**src/hdl/stp_pkg.sv**
```systemverilog
// Shared types and constants for the stepper step generator.
package stp_pkg;

    // Request kinds carried in the mode field
    typedef enum logic [1:0] {
        MODE_TICK    = 2'd0,
        MODE_LOAD    = 2'd1,
        MODE_ENABLE  = 2'd2,
        MODE_DISABLE = 2'd3
    } t_mode;

    // Direction of travel; code three is loaded as still
    typedef enum logic [1:0] {
        HEAD_STILL = 2'd0,
        HEAD_INC   = 2'd1,
        HEAD_DEC   = 2'd2
    } t_heading;

    // Bit positions in the limit event field
    localparam int EVT_MAX_BIT = 0;
    localparam int EVT_MIN_BIT = 1;

    // Reset values; the position is cut to the counter width where it is used
    localparam logic [31:0] RESET_PERIOD   = 32'd10000;
    localparam logic [63:0] RESET_POSITION = 64'd10000;

    // One input request
    typedef struct packed {
        t_mode              mode;
        logic               min_switch_level;
        logic               max_switch_level;
        logic signed [31:0] move_steps;
        logic [1:0]         move_direction;
    } t_request;

    // One result
    typedef struct packed {
        logic               step_pulse;
        logic               direction_pin;
        logic               enable_pin_n;
        logic signed [31:0] position;
        logic signed [31:0] remaining;
        logic               min_hit;
        logic               max_hit;
        logic [1:0]         limit_event;
    } t_result;

endpackage

```
**src/hdl/stp_req_if.sv**
```systemverilog
// Request channel: valid/ready handshake with the input payload.
interface stp_req_if;
    logic               valid;
    logic               ready;
    logic [1:0]         mode;
    logic               min_switch_level;
    logic               max_switch_level;
    logic signed [31:0] move_steps;
    logic [1:0]         move_direction;

    modport source (
        output valid, mode, min_switch_level, max_switch_level, move_steps,
               move_direction,
        input  ready
    );
    modport sink (
        input  valid, mode, min_switch_level, max_switch_level, move_steps,
               move_direction,
        output ready
    );
endinterface

```
**src/hdl/stp_rsp_if.sv**
```systemverilog
// Result channel: valid/ready handshake with the result payload.
interface stp_rsp_if;
    logic               valid;
    logic               ready;
    logic               step_pulse;
    logic               direction_pin;
    logic               enable_pin_n;
    logic signed [31:0] position;
    logic signed [31:0] remaining;
    logic               min_hit;
    logic               max_hit;
    logic [1:0]         limit_event;

    modport source (
        output valid, step_pulse, direction_pin, enable_pin_n, position, remaining,
               min_hit, max_hit, limit_event,
        input  ready
    );
    modport sink (
        input  valid, step_pulse, direction_pin, enable_pin_n, position, remaining,
               min_hit, max_hit, limit_event,
        output ready
    );
endinterface

```
**src/hdl/stp_core.sv**
```systemverilog
// Channel state, period register and the per-request update logic.
module stp_core #(
    parameter int COUNT_WIDTH = 32
) (
    input  logic             i_clk,
    input  logic             i_rst_n,
    input  logic             i_cfg_we,
    input  logic [31:0]      i_cfg_data,
    input  logic             i_accept,
    input  stp_pkg::t_request i_req,
    output stp_pkg::t_result o_result
);

    localparam int CW = COUNT_WIDTH;

    logic [31:0]         r_period;
    logic                r_pulse,   n_pulse;
    logic                r_enabled, n_enabled;
    stp_pkg::t_heading   r_heading, n_heading;
    logic [CW-1:0]       r_pos,     n_pos;
    logic [CW-1:0]       r_count,   n_count;
    logic [CW-1:0]       r_timer,   n_timer;
    logic                r_reload,  n_reload;
    logic                r_min,     n_min;
    logic                r_max,     n_max;
    logic [1:0]          n_event;

    logic [63:0]         period_ext;
    logic [63:0]         steps_ext;
    logic [63:0]         pos_ext;
    logic [63:0]         count_ext;

    assign period_ext = {32'd0, r_period};
    assign steps_ext  = {{32{i_req.move_steps[31]}}, i_req.move_steps};

    // Next state for one request
    always_comb begin
        n_pulse   = r_pulse;
        n_enabled = r_enabled;
        n_heading = r_heading;
        n_pos     = r_pos;
        n_count   = r_count;
        n_timer   = r_timer;
        n_reload  = r_reload;
        n_min     = r_min;
        n_max     = r_max;
        n_event   = 2'b00;
        case (i_req.mode)
            stp_pkg::MODE_TICK: begin
                // drop pulse, count down or take a step opportunity
                n_pulse = 1'b0;
                if (r_enabled && (r_count != '0)) begin
                    if (r_timer != '0) begin
                        n_timer = r_timer - CW'(1);
                    end else if (r_reload) begin
                        if ((r_heading == stp_pkg::HEAD_INC) && !r_max) begin
                            n_pos   = r_pos + CW'(1);
                            n_count = r_count + CW'(1);
                            n_pulse = 1'b1;
                        end else if ((r_heading == stp_pkg::HEAD_DEC) && !r_min) begin
                            n_pos   = r_pos - CW'(1);
                            n_count = r_count - CW'(1);
                            n_pulse = 1'b1;
                        end
                        n_reload = 1'b0;
                    end
                end
                // end stops, low level means hit
                n_min = !i_req.min_switch_level;
                n_max = !i_req.max_switch_level;
                // reverse away from a hit stop, then reload the timer
                if (!n_reload && (n_count != '0)) begin
                    if (n_max && (n_heading == stp_pkg::HEAD_INC)) begin
                        n_heading = stp_pkg::HEAD_DEC;
                        n_count   = '0;
                        n_event[stp_pkg::EVT_MAX_BIT] = 1'b1;
                    end
                    if (n_min && (n_heading == stp_pkg::HEAD_DEC)) begin
                        n_heading = stp_pkg::HEAD_INC;
                        n_count   = '0;
                        n_event[stp_pkg::EVT_MIN_BIT] = 1'b1;
                    end
                    n_timer  = period_ext[CW-1:0];
                    n_reload = 1'b1;
                end
            end
            stp_pkg::MODE_LOAD: begin
                if ((i_req.move_direction == stp_pkg::HEAD_INC) ||
                    (i_req.move_direction == stp_pkg::HEAD_DEC)) begin
                    n_heading = stp_pkg::t_heading'(i_req.move_direction);
                end else begin
                    n_heading = stp_pkg::HEAD_STILL;
                end
                n_count = steps_ext[CW-1:0];
            end
            stp_pkg::MODE_ENABLE: begin
                n_enabled = 1'b1;
            end
            stp_pkg::MODE_DISABLE: begin
                n_enabled = 1'b0;
            end
            default: begin
                n_enabled = r_enabled;
            end
        endcase
    end

    // Result fields, low 32 bits of the counters
    assign pos_ext   = 64'(n_pos);
    assign count_ext = 64'(n_count);

    always_comb begin
        o_result.step_pulse    = n_pulse;
        o_result.direction_pin = (n_heading == stp_pkg::HEAD_INC);
        o_result.enable_pin_n  = !n_enabled;
        o_result.position      = pos_ext[31:0];
        o_result.remaining     = count_ext[31:0];
        o_result.min_hit       = n_min;
        o_result.max_hit       = n_max;
        o_result.limit_event   = n_event;
    end

    // Period register
    always_ff @(posedge i_clk) begin
        if (!i_rst_n) begin
            r_period <= stp_pkg::RESET_PERIOD;
        end else if (i_cfg_we) begin
            r_period <= i_cfg_data;
        end
    end

    // State update on each accepted request
    always_ff @(posedge i_clk) begin
        if (!i_rst_n) begin
            r_pulse   <= 1'b0;
            r_enabled <= 1'b0;
            r_heading <= stp_pkg::HEAD_STILL;
            r_pos     <= stp_pkg::RESET_POSITION[CW-1:0];
            r_count   <= '0;
            r_timer   <= '0;
            r_reload  <= 1'b0;
            r_min     <= 1'b0;
            r_max     <= 1'b0;
        end else if (i_accept) begin
            r_pulse   <= n_pulse;
            r_enabled <= n_enabled;
            r_heading <= n_heading;
            r_pos     <= n_pos;
            r_count   <= n_count;
            r_timer   <= n_timer;
            r_reload  <= n_reload;
            r_min     <= n_min;
            r_max     <= n_max;
        end
    end

    // A step always moves the position
    a_step_moves: assert property (@(posedge i_clk) disable iff (!i_rst_n)
        (i_accept && (i_req.mode == stp_pkg::MODE_TICK) && n_pulse)
        |=> (r_pos != $past(r_pos)))
        else $error("step pulse without position change");

    // A limit reversal always clears the move count
    a_event_clears: assert property (@(posedge i_clk) disable iff (!i_rst_n)
        (i_accept && (n_event != 2'b00)) |-> (n_count == '0))
        else $error("limit event with nonzero count");

    // After a tick a live move always has a reload pending
    a_reload_pending: assert property (@(posedge i_clk) disable iff (!i_rst_n)
        (i_accept && (i_req.mode == stp_pkg::MODE_TICK))
        |=> ((r_count == '0) || r_reload))
        else $error("live move without pending reload");

endmodule

```
**src/hdl/stp_out_stage.sv**
```systemverilog
// Result register that drives the result channel.
module stp_out_stage (
    input  logic             i_clk,
    input  logic             i_rst_n,
    input  logic             i_load,
    input  stp_pkg::t_result i_result,
    output logic             o_space,
    stp_rsp_if.source        o_rsp
);

    logic             r_valid;
    stp_pkg::t_result r_data;

    // Room for a new result when empty or the held one leaves this cycle
    assign o_space = !r_valid || o_rsp.ready;

    always_ff @(posedge i_clk) begin
        if (!i_rst_n) begin
            r_valid <= 1'b0;
        end else if (i_load) begin
            r_valid <= 1'b1;
        end else if (o_rsp.ready) begin
            r_valid <= 1'b0;
        end
    end

    always_ff @(posedge i_clk) begin
        if (i_load) begin
            r_data <= i_result;
        end
    end

    assign o_rsp.valid         = r_valid;
    assign o_rsp.step_pulse    = r_data.step_pulse;
    assign o_rsp.direction_pin = r_data.direction_pin;
    assign o_rsp.enable_pin_n  = r_data.enable_pin_n;
    assign o_rsp.position      = r_data.position;
    assign o_rsp.remaining     = r_data.remaining;
    assign o_rsp.min_hit       = r_data.min_hit;
    assign o_rsp.max_hit       = r_data.max_hit;
    assign o_rsp.limit_event   = r_data.limit_event;

endmodule

```
**src/hdl/stepper_step_generator.sv**
```systemverilog
// Top level of one stepper step/direction pulse channel.
//
// Use one instance per motor. Requests arrive on i_req: a tick of the step
// timebase (with both end-stop pin levels), a move load, or a driver enable or
// disable. Every request gives exactly one result on o_rsp carrying the step,
// direction and enable pin levels, position, remaining count, end-stop flags
// and the limit event of that request.
// The step period register is to be written via i_cfg_we/i_cfg_data by the
// user only while idle; the block does not enforce it. The state update is
// done in the cycle a request is accepted and the result register presents it
// on the next cycle. One request per cycle is sustained unless the receiver
// stalls; the rate is set by the single result register. The held result then
// stays and i_req.ready drops until it is taken; ready follows o_rsp.ready
// combinationally. Reset (synchronous, active low) clears the result register,
// disables the driver, stops motion and sets position and period to 10000.
module stepper_step_generator #(
    parameter int COUNT_WIDTH = 32
) (
    input  logic        i_clk,
    input  logic        i_rst_n,
    input  logic        i_cfg_we,
    input  logic [31:0] i_cfg_data,
    stp_req_if.sink     i_req,
    stp_rsp_if.source   o_rsp
);

    logic              space;
    logic              accept;
    stp_pkg::t_request req;
    stp_pkg::t_result  result;

    // Handshake on the request side
    assign i_req.ready = space;
    assign accept      = i_req.valid && space;

    // Payload as a struct for the core
    always_comb begin
        req.mode             = stp_pkg::t_mode'(i_req.mode);
        req.min_switch_level = i_req.min_switch_level;
        req.max_switch_level = i_req.max_switch_level;
        req.move_steps       = i_req.move_steps;
        req.move_direction   = i_req.move_direction;
    end

    stp_core #(
        .COUNT_WIDTH (COUNT_WIDTH)
    ) u_core (
        .i_clk      (i_clk),
        .i_rst_n    (i_rst_n),
        .i_cfg_we   (i_cfg_we),
        .i_cfg_data (i_cfg_data),
        .i_accept   (accept),
        .i_req      (req),
        .o_result   (result)
    );

    stp_out_stage u_out (
        .i_clk    (i_clk),
        .i_rst_n  (i_rst_n),
        .i_load   (accept),
        .i_result (result),
        .o_space  (space),
        .o_rsp    (o_rsp)
    );

endmodule

```
**src/flat_wrapper.sv**
```systemverilog
// flat-port wrapper written by rule: the top's interface ports become plain ports
module stepper_step_generator_flat 
#(
    parameter int COUNT_WIDTH = 32
)
  (i_clk, i_rst_n, i_cfg_we, i_cfg_data, i_req_valid, i_req_mode, i_req_min_switch_level, i_req_max_switch_level, i_req_move_steps, i_req_move_direction, i_req_ready, o_rsp_valid, o_rsp_step_pulse, o_rsp_direction_pin, o_rsp_enable_pin_n, o_rsp_position, o_rsp_remaining, o_rsp_min_hit, o_rsp_max_hit, o_rsp_limit_event, o_rsp_ready);
  stp_req_if i_req_i ();
  stp_rsp_if o_rsp_i ();
  input  logic i_clk;
  input  logic i_rst_n;
  input  logic i_cfg_we;
  input  logic [31:0] i_cfg_data;
  input wire logic [$bits(i_req_i.valid)-1:0] i_req_valid;
  input wire logic [$bits(i_req_i.mode)-1:0] i_req_mode;
  input wire logic [$bits(i_req_i.min_switch_level)-1:0] i_req_min_switch_level;
  input wire logic [$bits(i_req_i.max_switch_level)-1:0] i_req_max_switch_level;
  input wire logic [$bits(i_req_i.move_steps)-1:0] i_req_move_steps;
  input wire logic [$bits(i_req_i.move_direction)-1:0] i_req_move_direction;
  output wire logic [$bits(i_req_i.ready)-1:0] i_req_ready;
  output wire logic [$bits(o_rsp_i.valid)-1:0] o_rsp_valid;
  output wire logic [$bits(o_rsp_i.step_pulse)-1:0] o_rsp_step_pulse;
  output wire logic [$bits(o_rsp_i.direction_pin)-1:0] o_rsp_direction_pin;
  output wire logic [$bits(o_rsp_i.enable_pin_n)-1:0] o_rsp_enable_pin_n;
  output wire logic [$bits(o_rsp_i.position)-1:0] o_rsp_position;
  output wire logic [$bits(o_rsp_i.remaining)-1:0] o_rsp_remaining;
  output wire logic [$bits(o_rsp_i.min_hit)-1:0] o_rsp_min_hit;
  output wire logic [$bits(o_rsp_i.max_hit)-1:0] o_rsp_max_hit;
  output wire logic [$bits(o_rsp_i.limit_event)-1:0] o_rsp_limit_event;
  input wire logic [$bits(o_rsp_i.ready)-1:0] o_rsp_ready;
  assign i_req_i.valid = i_req_valid;
  assign i_req_i.mode = i_req_mode;
  assign i_req_i.min_switch_level = i_req_min_switch_level;
  assign i_req_i.max_switch_level = i_req_max_switch_level;
  assign i_req_i.move_steps = i_req_move_steps;
  assign i_req_i.move_direction = i_req_move_direction;
  assign i_req_ready = i_req_i.ready;
  assign o_rsp_valid = o_rsp_i.valid;
  assign o_rsp_step_pulse = o_rsp_i.step_pulse;
  assign o_rsp_direction_pin = o_rsp_i.direction_pin;
  assign o_rsp_enable_pin_n = o_rsp_i.enable_pin_n;
  assign o_rsp_position = o_rsp_i.position;
  assign o_rsp_remaining = o_rsp_i.remaining;
  assign o_rsp_min_hit = o_rsp_i.min_hit;
  assign o_rsp_max_hit = o_rsp_i.max_hit;
  assign o_rsp_limit_event = o_rsp_i.limit_event;
  assign o_rsp_i.ready = o_rsp_ready;
  stepper_step_generator #(.COUNT_WIDTH(COUNT_WIDTH)) u_core (.i_clk(i_clk), .i_rst_n(i_rst_n), .i_cfg_we(i_cfg_we), .i_cfg_data(i_cfg_data), .i_req(i_req_i), .o_rsp(o_rsp_i));
endmodule
```
**config.mk**
```make
export PLATFORM = sky130hd
export DESIGN_NAME = stepper_step_generator_flat
export DESIGN_NICKNAME = d
export VERILOG_FILES = /design/src/hdl/stp_pkg.sv /design/src/hdl/stp_req_if.sv /design/src/hdl/stp_rsp_if.sv /design/src/hdl/stp_core.sv /design/src/hdl/stp_out_stage.sv /design/src/hdl/stepper_step_generator.sv /design/src/flat_wrapper.sv
export SDC_FILE = /design/constraint.sdc
export NUM_CORES = 1
export LEC_CHECK = 0
export BUFFER_PORTS_ARGS = -buffer_cell sky130_fd_sc_hd__buf_2
export CAP_MARGIN = 20
export CELL_PAD_IN_SITES_DETAIL_PLACEMENT = 1
export CELL_PAD_IN_SITES_GLOBAL_PLACEMENT = 1
export CORE_MARGIN = 2
export CORE_UTILIZATION = 35
export DETAILED_ROUTE_END_ITERATION = 8
export PLACE_DENSITY = 0.74
export SYNTH_ARGS = -nofsm -noshare
export SYNTH_HDL_FRONTEND = slang
export SYNTH_SLANG_ARGS = --single-unit
export TNS_END_PERCENT = 30
```
**constraint.sdc**
```tcl
create_clock -name i_clk -period 4.1 [get_ports i_clk]
set_input_delay 0.205 -clock i_clk [delete_from_list [all_inputs] [get_ports i_clk]]
set_output_delay 0.205 -clock i_clk [all_outputs]
set_load 0.005 [all_outputs]
```
-- After elaboration in Yosys (flattened, before gate mapping)
Index checks and enable logic that the tools add are counted.
- register bits: 207
- input port bits: 75
- word-level logic and storage cells: 102
- $add $sub $neg: 5
- equal/unequal tests: 9
- muxes and demuxes: 43
- reduce and logical (&&, ||, !) cells: 26
- operator list (operator ; number):
    $mux 32 ; 18
    $reduce_bool 32->1 ; 3
    $sub 32x1->32 const B ; 3
    $add 32x1->32 const B ; 2
    $pmux 32 s2 ; 1
    $mux 1 ; 16
    $mux 2 ; 6
    $eq 2x2->1 const B ; 5
    $eq 2x1->1 const B ; 4
    $logic_and 1x1->1 ; 7
    $logic_not 1->1 ; 7
    $reduce_bool 2->1 ; 3
    $pmux 2 s2 ; 1
    $reduce_and 2->1 ; 2
    $reduce_and 4->1 ; 1
    $logic_not 2->1 ; 1
    $logic_or 1x1->1 ; 2
    $pmux 1 s2 ; 1

-- Logic depth before layout (Yosys ltp)
Gate-level depths: netlist (run 1).
- depth after elaboration: 18
- depth in mapped cells: 17

-- Modules after synthesis
Synthesis (run 1) repeated with hierarchy kept, for this count alone.
- cell total of the unflattened synthesis: 1490
- area, all modules: 12408.2 um^2
- modules (own cells, without submodules) (module ; instances ; cells each ; area an instance (um^2) ; seq. area each (um^2)):
    stp_core ; 1 ; 1414 ; 10221.1 ; 2702.6
    stp_out_stage ; 1 ; 75 ; 2180.8 ; 2152.1
    stepper_step_generator ; 1 ; 1 ; 6.3 ; 0.0

-- Worst setup path before layout (run 1)
No wires, ideal clock.
- kind: reg2reg
- start: register u_core.u_core.r_count[2]
- end: register u_core.u_out.r_data, in the netlist u_core.u_out.o_rsp.direction_pin, data pin
- setup time: 0.258 ns
- data arrival time: 3.627 ns
- slack: 0.215 ns
- cell stages (with the launch flop): 14
- path buffers: 2
- period minus slack after synthesis: 3.885 ns
- cell sequence: dfxtp_1 clkbuf_1 or4_1 or4_1 o32ai_1 xor2_1 or4_1 a2111oi_0 and4_1 nand3_1 and2_1 clkbuf_1 a32o_1 o221a_2
- RTL lines (item ; line ; RTL):
    from (decl) ; stp_core.sv:21 ; logic [CW-1:0] r_count, n_count;
    from (signal assigned) ; stp_core.sv:149 ; r_count <= n_count;
    to (signal assigned) ; stp_out_stage.sv:29 ; r_data <= i_result;
    to (decl) ; stp_out_stage.sv:12 ; stp_pkg::t_result r_data;

==> run metrics, run 1 <==
status complete, but fails checks; failing checks setup timing; clock sink total 207; filler instances 4212; Unique masters post-synth 78; WL final 54800 µm; initial antenna violation count 0; post-synthesis sequential area ratio 38.7%; Async S/R FF share, synth 0%; Skew-Pair Late Insertion Delay 0.55 ns; Detailed Route Iter0 Violations 914; slew at the pin closest to its max-slew limit 1.04 ns; Worst-path clk slew 0.06 ns; Antenna Cells 0; Detail Route Antenna Nets 0; CP max-delay cell or4_4; max cap viols 0; R2R setup slack -0.23 ns; Area growth, synth to finish 35.4%; H-tree Lvls 1; register area 4860 µm²; P per Cell Area 353 nW/µm²; placer congestion estimate 0.979; die width 193 µm; setup violators final 58; gr usage total 27.8%; # IOs 148; critical path class reg -> reg; WP data required 4.50 ns; crit-path leading delay family simple AND/OR/NAND/NOR gates; fraction of layout cells with a size suffix above 1 27.4%; Setup Skew 0.0146 ns; effective utilization at floorplan 35.4%; most frequent cell after synthesis nand2_1; vias in the first global route 14300; routed length per instance 23.2 µm; Cells after Synth 1557; Max Slew Vio Count 0; largest net degree at the start of global routing 63; post-route clock period utilization 106%; footprint of the multi-input gates 7470 µm²; CTS Buffer Depth 3; R2R cell count 14; total negative slack -5.49 ns; EDFF count, synth 71; post-route worst setup slack -0.227 ns; Synth area leader dfxtp_1; die area 37400 µm²; DRT Pass-1 Iters 5; Crit path depth 14; final instance area 17000 µm²; via count 13900; Worst Setup EP u_core.u_out.o_rsp.remaining[3]; CP startpoint u_core.u_core.r_heading[1]; flops & latches, synth 207; Startpoint Class register; post-synth net total 1638; Post-route DRC 0; final HPWL from detailed placement 38900 µm; Critical R2R Launch u_core.u_core.r_heading[1]; maximum vdd ir drop 302 µV; Synth Flop Type dfxtp_1; root buf cell clkbuf_16; top post-synthesis cells by area dfxtp_1 (22%), edfxtp_1 (17%), nand2_1 (5.2%); crit path DAT 4.73 ns; drt via density 5.89; CTS tree yes; Post-synth top cells nand2_1 (174), nor2_1 (166), dfxtp_1 (136); Core ar. 35500 µm²; Congestion Overflow GR 0; Fmax achieved 0.231 GHz; critical path endpoint category register; CTS Buf Count 25; crit-path most repeated cell or4_4; Slew HR 30.3%; first-pass GRT wire length 83000 µm; Synth Cell Area 12600 µm²; CP Cell Sequence or4b_4 > or4_4 > o32ai_4 > xor2_2 > or4_4 > a2111oi_2 > and4_1 > nand3_2 > buf_8 > a21oi_4 > buf_4 > clkbuf_16 > nand4_1 > nand3_1; placed instance area 15000 µm²; Layout Nets 1961; CP Buf/Inv Count 3; worst-path fanout max 7; RR Endpoint u_core.u_out.o_rsp.remaining[3]; Ys Warns 0; Period minus WS final 4.33 ns; leakage 6.73 nW; IO buf count 147; max incr delay on CP 0.55 ns; worst hold-check path type in -> reg; std cell rows 69; average size of a mapped cell 8.07 µm²; die span in y 193 µm; share of the synthesized area in the top cell type 21.7%; RSZ-0062 raised after global routing true; Hold Vio Cnt, Final 0
[cell type report]
| cell class | count | share of cell area, % |
|---|---|---|
| multi-input cells | 1186 | 43.9 |
| clock inverters | 15 | 1.08 |
| well taps | 461 | 3.39 |
| inverters | 36 | 0.809 |
| repair buffers | 424 | 18.4 |
| flip-flops and latches | 207 | 28.6 |
| clock buffers | 30 | 3.91 |
[per-layer routing]
| layer | up-vias | track usage [%] | wire [µm] |
|---|---|---|---|
| met3 | 122 | 4.69 | 3350 |
| li1 | 6369 | - | - |
| met1 | 6942 | 35.5 | 23200 |
| met4 | 0 | 11.3 | 2010 |
| met5 | - | 0.128 | 0 |
| met2 | 467 | 46.5 | 26200 |
[what timing repair did]
item                                   in CTS  in global routing
resized for setup                          40                 78
buffers inserted                            2                 10
gates cloned                                1                  5
endpoints found under the hold margin      51                  0
pin swaps                                   9                 20
setup endpoints to repair                  96                101
hold buffers                               50                  0
[worst min path at each step]
stage / from / endpoint / slack [ns] / depth (start not counted)
floorplan: i_req_max_switch_level / u_core.u_core.r_max / 0.30 / 1
global placement: i_cfg_data[10] / u_core.u_core.r_period[10] / 0.42 / 3
detailed placement: i_cfg_data[10] / u_core.u_core.r_period[10] / 0.43 / 3
CTS: i_req_move_steps[25] / u_core.u_core.r_count[25] / 0.01 / 3
global route: i_req_move_steps[24] / u_core.u_out.o_rsp.remaining[24] / 0.04 / 3
finish: i_req_move_steps[25] / u_core.u_core.r_count[25] / 0.04 / 3
[worst min-delay path: stages]
cell and delay [ns]:
buf_2 0.10, a21oi_1 0.13, a221oi_1 0.09
[cell families (layout without fill, tap and decap cells)]
family                     count (synthesis)  in the layout  share of synthesized area (%)
and+or+nand+nor                          674            674                           26.7
AOI/OAI and AO/OA                        387            387                           19.7
DFF                                      207            207                           38.7
buffers and inverters                    164            505                           5.48
xor gates and xnor gates                  64             64                           4.46
muxes                                     55             55                           4.38
adders and majority gates                  6              6                          0.598
[where the power goes]
group	switching [mW]	leakage (nW)	total, mW	internal, mW
registers	0.0700	1.81	2.30	2.23
logic	0.805	4.50	1.37	0.563
clock network	0.929	0.412	2.33	1.40
total	1.80	6.73	6.01	4.20
[layout by cell type, fill, tap and decap left out, types with 24 or more instances in the layout]
| cell | netlist | final |
|---|---|---|
| buf_4 | 3 | 207 |
| nor2_1 | 166 | 164 |
| buf_2 | 13 | 148 |
| nor4_1 | 35 | 30 |
| xor2_1 | 31 | 30 |
| nand3_1 | 56 | 51 |
| a31oi_1 | 31 | 29 |
| clkbuf_16 | 0 | 29 |
| o22ai_1 | 27 | 26 |
| nand2_1 | 174 | 169 |
| and3_1 | 26 | 24 |
| dlygate4sd3_1 | 0 | 50 |
| o21ai_0 | 68 | 60 |
| mux2i_1 | 55 | 53 |
| nand4_1 | 27 | 27 |
| a21oi_1 | 127 | 119 |
| dfxtp_1 | 136 | 134 |
| inv_1 | 36 | 34 |
| nor3_1 | 69 | 67 |
| xnor2_1 | 33 | 32 |
| edfxtp_1 | 71 | 71 |
[metrics by stage]
stage / hold WS, ns / cells / total power [mW] / setup slack (ns) / util [%]
2_1_floorplan: 0.301 / 1557 / 2.98 / 0.215 / -
3_3_place_gp: 0.423 / 2247 / 3.50 / -0.325 / 42.2
3_5_place_dp: 0.431 / 2247 / 3.52 / -0.410 / 42.2
4_1_cts: 0.0148 / 2345 / 5.94 / 0.00604 / 46.5
5_1_grt: 0.0357 / 2359 / 6.23 / -0.277 / 47.9
6_report: 0.0368 / 2359 / 6.01 / -0.227 / 47.9
[flip-flops by register name (all words and copies together) (netlist names)]
register,count
u_core.u_core.r_count,32
u_core.u_core.r_enabled,1
u_core.u_core.r_heading,2
u_core.u_core.r_max,1
u_core.u_core.r_min,1
u_core.u_core.r_period,32
u_core.u_core.r_pos,32
u_core.u_core.r_pulse,1
u_core.u_core.r_reload,1
u_core.u_core.r_timer,32
u_core.u_out.o_rsp.direction_pin,1
u_core.u_out.o_rsp.enable_pin_n,1
u_core.u_out.o_rsp.limit_event,2
u_core.u_out.o_rsp.max_hit,1
u_core.u_out.o_rsp.min_hit,1
u_core.u_out.o_rsp.position,32
u_core.u_out.o_rsp.remaining,32
u_core.u_out.o_rsp.step_pulse,1
u_core.u_out.o_rsp.valid,1
Power figures use the tool's default switching activity.
==> run 2, diff against run 1 <==
ABC_AREA = 1   (was not set)
PLACE_DENSITY = not set   (was 0.74)
PLACE_DENSITY_LB_ADDON = 0.1   (was not set)
==> run 2 against run 1 <==
Effect of this change:
- the flow now finishes without violations
- flip-flop and latch count stayed put
- clock-buffer cell count up 4
- largest power group unchanged
- non-clock buffer count fell by 201
- global-route usage is 4.8 points lower
- final cell count rose by 9.5%
- utilization is 5.2 points lower
- synthesized cell count increased by 24%
- critical path depth grew 7
- combinational power decreased by 15%
- clock skew increased by 0.0039 ns
- worst hold slack worse by 0.0019 ns
- critical endpoint is now u_core.u_core.r_timer[28]
- first-iteration DRC count is 28% lower
- largest cell class unchanged
==> run metrics, run 2 <==
Core ar. 35500 µm² (unchanged); Period minus WS final 3.66 ns (-0.666 ns); RSZ-0062 raised after global routing false; critical path class reg -> reg; std cell rows 69 (unchanged); Critical R2R Launch u_core.u_core.r_heading[1]; Post-synth top cells nand2_1 (537), nor2_1 (289), inv_1 (246); WP data required 4.54 ns (+0.04 ns); drt via density 5.01 (-15%); placed cells 2497 (+11%); CP startpoint u_core.u_core.r_heading[1]; Cells after Synth 1933 (+24%); Startpoint Class register; Fmax achieved 0.273 GHz (+18%); CTS Buffer Depth 3 (unchanged); flops & latches, synth 207 (unchanged); clock sink total 207 (unchanged); CTS Buf Count 26 (+4.0%); P per Cell Area 395 nW/µm² (+12%); final HPWL from detailed placement 32300 µm (-17%); filler instances 4637 (+10%); IO buf count 147 (unchanged); Post-route DRC 0 (unchanged); CTS tree yes; Worst-path clk slew 0.06 ns (about the same); critical path endpoint category register; final cell count without fillers 2582 (+9.5%); worst-path fanout max 31 (+24); maximum vdd ir drop 322 µV (+6.3%); most common library cell in the layout ignoring fill and taps nand2_1; most frequent cell after synthesis nand2_1; leakage 7.36 nW (+9.4%); max cap viols 0 (unchanged); crit path DAT 4.10 ns (-0.63 ns); DRT Pass-1 Iters 5 (unchanged); status finished, final reports clean; Async S/R FF share, synth 0% (unchanged); Skew-Pair Late Insertion Delay 0.56 ns (about the same); initial antenna violation count 1 (+1); Synth Flop Type dfxtp_1; worst hold-check path type in -> reg; average size of a mapped cell 6.51 µm² (-19%); total power 6.00 mW (about the same); HP Start i_req_move_steps[5]; share of the synthesized area in the top cell type 21.6% (-0.032 points); slew at the pin closest to its max-slew limit 0.881 ns (-0.160 ns); total negative slack 0 ns (+5.49 ns); die area 37500 µm² (+0.15%); gr usage total 23.0% (-4.8 points); die span in y 194 µm (about the same); first-pass GRT wire length 70600 µm (-15%); setup violators final 0 (-100%); largest net degree at the start of global routing 79 (+25%); via count 12900 (-6.9%); register area 4850 µm² (about the same); routed length per instance 17.0 µm (-27%); top post-synthesis cells by area dfxtp_1 (22%), edfxtp_1 (17%), nand2_1 (16%); die width 194 µm (about the same); Unique masters post-synth 47 (-40%); vias in the first global route 13200 (-7.8%); # IOs 148 (unchanged); post-synthesis sequential area ratio 38.6% (-0.058 points); Detailed Route Iter0 Violations 656 (-28%); Setup Skew 0.0185 ns (+0.00394 ns); Max Slew Vio Count 0 (unchanged); footprint of the multi-input gates 6390 µm² (-14%); WL final 43800 µm (-20%); post-synth net total 2014 (+23%); Slew HR 41.2% (+11 points); Hold Vio Cnt, Final 0 (unchanged); Detail Route Antenna Nets 0 (unchanged); EDFF count, synth 71 (unchanged); effective utilization at floorplan 35.4% (+0.053 points); fraction of layout cells with a size suffix above 1 12.6% (-15 points); Synth area leader dfxtp_1; Area growth, synth to finish 20.7%; post-route clock period utilization 89.3% (-16 points); placer congestion estimate 0.880 (-10%); root buf cell clkbuf_16; Congestion Overflow GR 0 (unchanged); Ys Warns 0 (unchanged); Layout Nets 2181 (+11%); Synth Cell Area 12600 µm² (+0.15%); H-tree Lvls 1 (unchanged); most frequent cells in the layout nand2_1 (536), nor2_1 (289), inv_1 (245)
-- run 2: cell types whose count changed in the layout (fill, tap and decap cells not counted), moves of 24 or more --
cell	previous run	this run
a31oi_1	29	2
nor4_1	30	5
nand3_1	51	121
nor2_1	164	289
o22ai_1	26	1
buf_4	207	34
mux2i_1	53	1
nand2_1	169	536
o21ai_0	60	130
a21oi_1	119	95
inv_1	34	245
nor3_1	67	33
xnor2_1	32	3
-- run 2: logic make-up after synthesis --
logic type	after synthesis	synth area share, %
AND/OR/NAND/NOR	1052	34.6
buffers and inverters	340	10.7
AO/OA/AOI/OAI	274	11.7
flip-flops	207	38.6
XOR/XNOR	53	3.69
adder cells (fa/ha/maj)	6	0.597
multiplexers	1	0.0796
-- run 2: final cells by class --
type                            count  share of cell area [%]
Multi-Input combinational cell   1386                    42.1
Sequential cell                   207                    32.0
Timing Repair Buffer              223                    9.76
Inverter                          256                    6.35
Clock buffer                       34                    4.89
Tap cell                          461                    3.80
Clock inverter                     14                    1.15
Antenna cell                        1                  0.0165
-- run 2: what timing repair did --
| action | CTS | global route |
|---|---|---|
| hold buffers | 35 | 0 |
| hold endpoints to repair | 37 | 0 |
| resized for setup | 0 | 1 |
| endpoints found under the setup margin | 0 | 32 |
| setup buffers | 0 | 1 |
-- run 2: routing by layer --
layer / part of all wire (%) / up-vias / track usage [%]
met2: 47 / 214 / 39.5
li1: - / 6488 / -
met5: 0 / - / 0
met4: 1.6 / 0 / 4.61
met1: 47 / 6191 / 31.1
met3: 3.8 / 45 / 2.82
-- run 2: final timing paths --
path / end / slack, ns / cells past startpoint
max: u_core.u_core.r_timer[28] / 0.44 / 21
min: u_core.u_core.r_count[5] / 0.03 / 5
max reg2reg: u_core.u_core.r_timer[28] / 0.44 / 21
min reg2reg: u_core.u_core.r_period[13] / 0.46 / 2
-- run 2: where the power goes --
group          switching (mW)  leakage [nW]  internal (mW)  total, mW
Clock                   0.956         0.431           1.47       2.42
Combinational           0.769          5.10          0.396       1.16
Sequential              0.122          1.83           2.29       2.41
Total                    1.85          7.36           4.15       6.00
-- run 2: stage by stage --
stage	setup slack, ns	cell area (µm²)	hold WS (ns)	utilization (%)
after floorplan	0.826	12600	0.331	-
after global placement	0.446	13900	0.416	39.2
after detailed placement	0.406	13900	0.420	39.2
after CTS	0.372	15200	0.00348	42.7
after global routing	0.0326	15200	0.0558	42.8
final	0.440	15200	0.0349	42.8
-- run 2: critical path: stages, from the launching register on --
cell	delay (ns)
dfxtp_1	0.48
nand3_1	0.24
nor2_1	0.46
nand2_1	0.16
nor2_1	0.23
nand3_1	0.14
nand2_1	0.15
nand3_1	0.09
nand2_1	0.07
nand2_1	0.07
inv_2	0.09
nand2_1	0.05
nor2_1	0.10
nand2_1	0.14
nor2_1	0.14
nand2_2	0.12
nand2_2	0.17
inv_2	0.29
nand2_1	0.15
nand2_1	0.06
nor2_1	0.08
nor2_1	0.05
